### src/rtl/assert_macros.svh
// Assertion macros shared by the RTL of the frame deframer.
// No dependencies; included by the files that carry assertions.
`ifndef ASSERT_MACROS_SVH
`define ASSERT_MACROS_SVH

// Checked at every rising clock edge, masked while reset is applied.
`define ASSERT_CLKD(lbl, prop, msg) \
    lbl: assert property (@(posedge aclk) disable iff (!aresetn) (prop)) else $error(msg);

// Checked at every rising clock edge, reset included.
`define ASSERT_ALWAYS(lbl, prop, msg) \
    lbl: assert property (@(posedge aclk) (prop)) else $error(msg);

`endif

### src/rtl/ufd_pkg.sv
// Package for the frame deframer: phase and result codes, register indexes,
// the CRC-16/CCITT-FALSE byte update function and shared types. No dependencies.
package ufd_pkg;

    localparam int MAX_PAYLOAD_DEF = 256;

    localparam logic [15:0] CRC_INIT = 16'hFFFF;
    localparam logic [15:0] CRC_POLY = 16'h1021;

    localparam logic [7:0] SYNC_RESET    = 8'hA5;
    localparam logic [7:0] TIMEOUT_RESET = 8'd50;

    localparam int CFG_IDX_W  = 2;
    localparam int CFG_DATA_W = 8;

    localparam logic [CFG_IDX_W-1:0] CFG_SYNC_BYTE  = 2'd0;
    localparam logic [CFG_IDX_W-1:0] CFG_TIMEOUT_MS = 2'd1;

    localparam logic OP_BYTE = 1'b0;
    localparam logic OP_TICK = 1'b1;

    typedef enum logic [1:0] {
        KIND_DATA  = 2'd0,
        KIND_GOOD  = 2'd1,
        KIND_BAD   = 2'd2,
        KIND_ABORT = 2'd3
    } kind_t;

    typedef enum logic [2:0] {
        PH_HUNT    = 3'd0,
        PH_CMD     = 3'd1,
        PH_LEN_LO  = 3'd2,
        PH_LEN_HI  = 3'd3,
        PH_PAYLOAD = 3'd4,
        PH_CRC_LO  = 3'd5,
        PH_CRC_HI  = 3'd6
    } phase_t;

    typedef struct packed {
        logic clear;
        logic update;
    } crc_ctrl_t;

    function automatic logic [15:0] crc16_byte(input logic [15:0] crc_in,
                                               input logic [7:0]  data);
        logic [15:0] crc;
        crc = crc_in ^ {data, 8'h00};
        for (int k = 0; k < 8; k++) begin
            if (crc[15]) begin
                crc = {crc[14:0], 1'b0} ^ CRC_POLY;
            end else begin
                crc = {crc[14:0], 1'b0};
            end
        end
        return crc;
    endfunction

endpackage

### src/rtl/uart_frame_deframer_crc16_top.sv
// Top level of the length-prefixed frame deframer with CRC-16/CCITT-FALSE.
// Depends on ufd_pkg, ufd_crc16 and assert_macros.svh.
//
// The block takes one transfer per clock cycle while not stalled: each
// received byte or millisecond tick updates the frame state in the cycle it
// is accepted, and any result is loaded into an output register and shown on
// the m_ channel the next cycle. Each item needs only the single registered
// state update, including the unrolled byte-wide CRC step. Input is stalled
// only while the output register holds a result not yet taken. Frames are
// sync, command, length (little endian), payload, CRC (little endian).
// The user must write configuration (cfg_wr_en, cfg_index, cfg_wr_data) only
// while idle, which the block does not enforce; unknown indexes are ignored.
`include "assert_macros.svh"

module uart_frame_deframer_crc16_top import ufd_pkg::*; #(
    parameter int MAX_PAYLOAD = MAX_PAYLOAD_DEF
) (
    input  logic                  aclk,
    input  logic                  aresetn,
    input  logic                  cfg_wr_en,
    input  logic [CFG_IDX_W-1:0]  cfg_index,
    input  logic [CFG_DATA_W-1:0] cfg_wr_data,
    input  logic                  s_valid,
    output logic                  s_ready,
    input  logic                  s_op,
    input  logic [7:0]            s_rx_byte,
    output logic                  m_valid,
    input  logic                  m_ready,
    output logic [1:0]            m_kind,
    output logic [7:0]            m_command,
    output logic [7:0]            m_payload_byte,
    output logic [7:0]            m_payload_index,
    output logic [8:0]            m_frame_length
);

    localparam int          CNT_W   = $clog2(MAX_PAYLOAD + 1);
    localparam logic [15:0] MAX_LEN = 16'(MAX_PAYLOAD);

    logic [7:0]       sync_reg;
    logic [7:0]       timeout_reg;

    phase_t           phase_reg, phase_next;
    logic [7:0]       cmd_reg, cmd_next;
    logic [15:0]      len_reg, len_next;
    logic [CNT_W-1:0] cnt_reg, cnt_next;
    logic [7:0]       crc_low_reg, crc_low_next;
    logic [7:0]       idle_reg, idle_next;

    logic             m_valid_reg, m_valid_next;
    kind_t            kind_reg;
    logic [7:0]       m_cmd_reg;
    logic [7:0]       m_byte_reg;
    logic [7:0]       m_idx_reg;
    logic [8:0]       m_len_reg;

    logic             in_fire;
    logic             emit;
    kind_t            kind_res;
    logic [7:0]       byte_res;
    logic [7:0]       idx_res;
    logic [8:0]       len_sat;
    logic [7:0]       idle_inc;
    logic [CNT_W-1:0] cnt_inc;
    logic [15:0]      cnt_wide;
    crc_ctrl_t        crc_ctrl;
    logic [15:0]      crc_value;

    assign s_ready  = ~m_valid_reg | m_ready;
    assign in_fire  = s_valid & s_ready;
    assign idle_inc = (idle_reg == 8'hFF) ? idle_reg : idle_reg + 8'd1;
    assign cnt_inc  = cnt_reg + CNT_W'(1);
    assign cnt_wide = 16'(cnt_reg);
    assign len_sat  = (|len_next[15:9]) ? 9'h1FF : len_next[8:0];

    ufd_crc16 u_crc (
        .aclk    (aclk),
        .aresetn (aresetn),
        .ctrl    (crc_ctrl),
        .data    (s_rx_byte),
        .crc     (crc_value)
    );

    always_ff @(posedge aclk) begin
        if (!aresetn) begin
            sync_reg    <= SYNC_RESET;
            timeout_reg <= TIMEOUT_RESET;
        end else if (cfg_wr_en) begin
            if (cfg_index == CFG_SYNC_BYTE) begin
                sync_reg <= cfg_wr_data;
            end else if (cfg_index == CFG_TIMEOUT_MS) begin
                timeout_reg <= cfg_wr_data;
            end
        end
    end

    always_comb begin
        phase_next      = phase_reg;
        cmd_next        = cmd_reg;
        len_next        = len_reg;
        cnt_next        = cnt_reg;
        crc_low_next    = crc_low_reg;
        idle_next       = idle_reg;
        crc_ctrl.clear  = 1'b0;
        crc_ctrl.update = 1'b0;
        emit            = 1'b0;
        kind_res        = KIND_DATA;
        byte_res        = 8'h00;
        idx_res         = 8'h00;
        if (in_fire) begin
            if (s_op == OP_TICK) begin
                if (phase_reg != PH_HUNT) begin
                    if (idle_inc >= timeout_reg) begin
                        phase_next = PH_HUNT;
                        idle_next  = 8'h00;
                        emit       = 1'b1;
                        kind_res   = KIND_ABORT;
                    end else begin
                        idle_next = idle_inc;
                    end
                end
            end else begin
                idle_next = 8'h00;
                unique case (phase_reg)
                    PH_HUNT: begin
                        if (s_rx_byte == sync_reg) begin
                            cmd_next       = 8'h00;
                            len_next       = 16'h0000;
                            cnt_next       = '0;
                            crc_low_next   = 8'h00;
                            crc_ctrl.clear = 1'b1;
                            phase_next     = PH_CMD;
                        end
                    end
                    PH_CMD: begin
                        cmd_next        = s_rx_byte;
                        crc_ctrl.update = 1'b1;
                        phase_next      = PH_LEN_LO;
                    end
                    PH_LEN_LO: begin
                        len_next        = {8'h00, s_rx_byte};
                        crc_ctrl.update = 1'b1;
                        phase_next      = PH_LEN_HI;
                    end
                    PH_LEN_HI: begin
                        len_next        = {s_rx_byte, len_reg[7:0]};
                        crc_ctrl.update = 1'b1;
                        if (len_next > MAX_LEN) begin
                            phase_next = PH_HUNT;
                            emit       = 1'b1;
                            kind_res   = KIND_ABORT;
                        end else begin
                            cnt_next   = '0;
                            phase_next = (len_next == 16'h0000) ? PH_CRC_LO : PH_PAYLOAD;
                        end
                    end
                    PH_PAYLOAD: begin
                        crc_ctrl.update = 1'b1;
                        cnt_next        = cnt_inc;
                        if (16'(cnt_inc) >= len_reg) begin
                            phase_next = PH_CRC_LO;
                        end
                        emit     = 1'b1;
                        kind_res = KIND_DATA;
                        byte_res = s_rx_byte;
                        idx_res  = cnt_wide[7:0];
                    end
                    PH_CRC_LO: begin
                        crc_low_next = s_rx_byte;
                        phase_next   = PH_CRC_HI;
                    end
                    PH_CRC_HI: begin
                        phase_next = PH_HUNT;
                        emit       = 1'b1;
                        kind_res   = ({s_rx_byte, crc_low_reg} == crc_value) ? KIND_GOOD
                                                                           : KIND_BAD;
                    end
                    default: begin
                        phase_next = PH_HUNT;
                    end
                endcase
            end
        end
    end

    always_comb begin
        m_valid_next = m_valid_reg;
        if (in_fire && emit) begin
            m_valid_next = 1'b1;
        end else if (m_ready) begin
            m_valid_next = 1'b0;
        end
    end

    always_ff @(posedge aclk) begin
        if (!aresetn) begin
            phase_reg   <= PH_HUNT;
            cmd_reg     <= 8'h00;
            len_reg     <= 16'h0000;
            cnt_reg     <= '0;
            crc_low_reg <= 8'h00;
            idle_reg    <= 8'h00;
            m_valid_reg <= 1'b0;
        end else begin
            phase_reg   <= phase_next;
            cmd_reg     <= cmd_next;
            len_reg     <= len_next;
            cnt_reg     <= cnt_next;
            crc_low_reg <= crc_low_next;
            idle_reg    <= idle_next;
            m_valid_reg <= m_valid_next;
        end
    end

    always_ff @(posedge aclk) begin
        if (in_fire && emit) begin
            kind_reg   <= kind_res;
            m_cmd_reg  <= cmd_next;
            m_byte_reg <= byte_res;
            m_idx_reg  <= idx_res;
            m_len_reg  <= len_sat;
        end
    end

    assign m_valid         = m_valid_reg;
    assign m_kind          = kind_reg;
    assign m_command       = m_cmd_reg;
    assign m_payload_byte  = m_byte_reg;
    assign m_payload_index = m_idx_reg;
    assign m_frame_length  = m_len_reg;

    `ASSERT_CLKD(a_count_in_range, (phase_reg == PH_PAYLOAD) |-> (16'(cnt_reg) < len_reg), "payload count reached the declared length inside the payload")
    `ASSERT_ALWAYS(a_hunt_idle_clear, (phase_reg == PH_HUNT) |-> (idle_reg == 8'h00), "idle tick count not cleared while hunting")
    `ASSERT_CLKD(a_verdict_emitted, (in_fire && s_op == OP_BYTE && phase_reg == PH_CRC_HI) |=> (m_valid_reg && phase_reg == PH_HUNT), "CRC high byte did not produce a verdict and return to hunting")

endmodule

### src/rtl/ufd_crc16.sv
// Running CRC-16/CCITT-FALSE register with a one-byte-per-cycle update.
// Depends on ufd_pkg for the update function and the control struct.
module ufd_crc16 import ufd_pkg::*; (
    input  logic        aclk,
    input  logic        aresetn,
    input  crc_ctrl_t   ctrl,
    input  logic [7:0]  data,
    output logic [15:0] crc
);

    logic [15:0] crc_reg;
    logic [15:0] crc_next;

    always_comb begin
        crc_next = crc_reg;
        if (ctrl.clear) begin
            crc_next = CRC_INIT;
        end else if (ctrl.update) begin
            crc_next = crc16_byte(crc_reg, data);
        end
    end

    always_ff @(posedge aclk) begin
        if (!aresetn) begin
            crc_reg <= CRC_INIT;
        end else begin
            crc_reg <= crc_next;
        end
    end

    assign crc = crc_reg;

endmodule

### config.mk
export PLATFORM = sky130hd
export DESIGN_NAME = uart_frame_deframer_crc16_top
export DESIGN_NICKNAME = d
export VERILOG_FILES = /design/src/rtl/ufd_pkg.sv /design/src/rtl/uart_frame_deframer_crc16_top.sv /design/src/rtl/ufd_crc16.sv
export VERILOG_INCLUDE_DIRS = /design/src /design/src/rtl
export SDC_FILE = /design/constraint.sdc
export NUM_CORES = 1
export LEC_CHECK = 0
export BUFFER_PORTS_ARGS = -buffer_cell sky130_fd_sc_hd__buf_2
export CAP_MARGIN = 0
export CORE_MARGIN = 3
export CORE_UTILIZATION = 24
export DETAILED_ROUTE_END_ITERATION = 7
export MAX_ROUTING_LAYER = met4
export REMOVE_ABC_BUFFERS = 1
export SLEW_MARGIN = 5
export SYNTH_ARGS = -nofsm -noshare
export SYNTH_HDL_FRONTEND = slang
export SYNTH_SLANG_ARGS = --single-unit
### constraint.sdc
create_clock -name aclk -period 6.9 [get_ports aclk]
set_clock_uncertainty 0.05 [all_clocks]
set_input_delay 1.035 -clock aclk [delete_from_list [all_inputs] [get_ports aclk]]
set_output_delay 1.035 -clock aclk [all_outputs]
set_load 0.01 [all_outputs]
==> flow_summary.ini <==
[clocking]
clk-insertion-delay-late_ps = 420
clk_transition_reported_paths_ps = 60
clockBufferDepth = 2
cts_made_buffers = 17
post_cts_buffers = 0
postCtsResizedCells = 0
tritoncts = yes
htreeDepth = 4
clock-root-buffer = clkbuf_16
clock_sinks = 120
holdBufCountCts = 0

[cells_and_area]
area_delta_synth_final_pct = 19.73
final_cell_mix = dfxtp_1, nand2_1, buf_2
final_common_cell = dfxtp_1
num_antenna_cells = 0
postLayoutCellArea_um2 = 6992
drive_gt1_share_pct = 17.05
final_nets = 687

[detailed_routing]
viasPerCell = 4.601
first_iter_violations = 297
wl_met2_mm = 6.267
num_vias = 4491
wl_met3_um = 747
wire_per_inst_um = 14.63
routed.top_layer = met4
drt-total-wl_mm = 14.28
drcViolationCount = 0
ant_nets = 0
wl_met1_mm = 7.118
firstDrtPassIters = 5

[timing]
whs_ps = 419.4
slew_viol_final = 0
rsz0062_at_grt = no
hold_viol = 0
post-route-period-util_pct = 54.56
fin_crit_ps = 3765
setup_tns_ps = 0
clock.fmax_mhz = 265.6
setup_viol = 0
slew_headroom_pct = 23.80
worst_pin_slew_ps = 1143

[power_and_ir_drop]
ir_drop_v = 0.0001381
p_leak_uw = 0.002784
power.density_nw_per_um2 = 240.7
p_total_uw = 1683

[outcome]
status = finished, final reports clean

[run]
maxCapViolCount = 0

[worst_setup_path]
crit_top_cell = ha_1
required_ps = 6980
cp.arrival_ps = 3840
worst-setup-path-type = flop to flop
crit_path_end_kind = flop
start_kind = flop
slowest_delay_ps = 660
worst-path-max-fanout = 35
worst_r2r_path_depth = 11
crit_path_top_delay_cell = a221oi_2
worstPathCellList = ha_1, and2_1, nand4_1, mux2_2, ha_1, a211oi_1, o21bai_1, a221oi_2, nand2b_1, nand2_1, buf_4

[synthesis]
yosysSeqAreaShare_pct = 47.14
netlist_instances = 600
synth.largest_area_cell = dfxtp_1
yosys_warnings = 0
netlist_area_um2 = 5839
synth_flop_cell = dfxtp_1
ys_types = 62
synth.top_cell.area_share_pct = 29.14
async_reset_ff_share_pct = 0
avgSynthCellArea_um2 = 9.732
synth_edf_count = 35
synth_area_leaders = dfxtp_1, edfxtp_1, nand2_1
ys_ff_latch = 120

[worst_hold_path]
hp-class = flop to flop
whs_path_depth = 2

[placed_design]
place_hpwl_mm = 9.959
post_dp_cell_area_um2 = 6399
gp_congestion = 0.8413
io_buffers = 60

[global_routing]
grt_pass1_wl_mm = 22.69
grt_pass1_vias = 4302
antenna_found_initial = 0
track_usage_pct = 11.26
grt_max_degree = 40
grt_overflow = 0

[floorplanning]
num_rows = 56
die-area_um2 = 26240
start_util_pct = 24.66
die-width_um = 162.0
ios = 61
coreArea_um2 = 23680
die_h_um = 162.0
per-layer routing:
| metal | GRT usage, % | up-vias |
|---|---|---|
| met3 | 2.474 | 14 |
| met2 | 16.47 | 120 |
| met5 | - | - |
| li1 | - | 2255 |
| met1 | 15.52 | 2102 |
| met4 | 3.567 | 0 |
synth_stat cells (3+ instances only):
library cell	instances
a211oi_1	3
a21o_1	3
a21oi_1	17
a221o_1	8
a22o_1	8
a22oi_1	8
a31oi_1	3
and2_1	4
and3_1	21
buf_1	5
buf_2	7
clkbuf_1	24
dfxtp_1	85
edfxtp_1	35
ha_1	19
inv_1	21
mux2i_1	16
nand2_1	74
nand2b_1	7
nand3_1	18
nand4_1	5
nor2_1	37
nor2b_1	4
nor3_1	9
nor3b_1	3
nor4_1	5
nor4_4	3
o211ai_1	17
o21ai_0	13
o22ai_1	18
o32ai_1	7
or3_1	3
xnor2_1	24
xor2_1	28
path summary, 6_finish.rpt:
| path | from | slack [ps] | to |
|---|---|---|---|
| setup / recovery | idle_reg[0] | 3140 | m_command[2] |
| hold / removal | cmd_reg[0] | 420 | cmd_reg[0] |
| setup reg to reg | idle_reg[0] | 3140 | m_command[2] |
| hold reg to reg | cmd_reg[0] | 420 | cmd_reg[0] |
critical path, delay by kind of cell (launching register included):
kind	cells	cell delay [ps]
AO/OA/AOI/OAI	3	1000
AND/OR/NAND/NOR	4	860
adder cells (fa/ha/maj)	2	460
flip-flops	1	400
multiplexers	1	400
buffers and inverters	1	260
logic make-up (layout without fill, tap and decap cells):
kind of cell               count (synthesis)  count (layout)  share of synthesized area [%]
buffers and inverters                     63             120                          4.585
AOI/OAI and AO/OA                        123             123                          15.36
and+or+nand+nor                          205             205                          17.91
adders and majority gates                 19              19                          4.071
xor gates and xnor gates                  52              52                          7.799
DFF                                      120             120                          47.14
muxes                                     18              18                          3.128
report_power, final:
| part | internal (uW) | switching [uW] | total, uW | leakage (uW) |
|---|---|---|---|---|
| Clock | 538 | 347 | 886 | 0.000285 |
| Combinational | 22.6 | 48.2 | 70.8 | 0.00148 |
| Sequential | 724 | 2.09 | 726 | 0.00102 |
| Total | 1290 | 398 | 1680 | 0.00278 |
stage by stage:
stage	std cells	utilization (%)	setup slack, ps
floorplan	560	-	3127
global placement	944	27.02	3214
detailed placement	944	27.02	3169
CTS	976	29.52	3137
global route	976	29.52	2803
finish	976	29.52	3135
layout make-up:
| type | count | area (um^2) |
|---|---|---|
| sequential | 120 | 2753 |
| fill | 2521 | 16690 |
| inverter | 23 | 86.33 |
| clock buffer | 17 | 425.4 |
| clock inverter | 15 | 167.7 |
| timing repair buffer | 65 | 337.8 |
| multi-input combinational | 417 | 2823 |
| tap | 319 | 399.1 |
(Power assumes the default switching activity.)
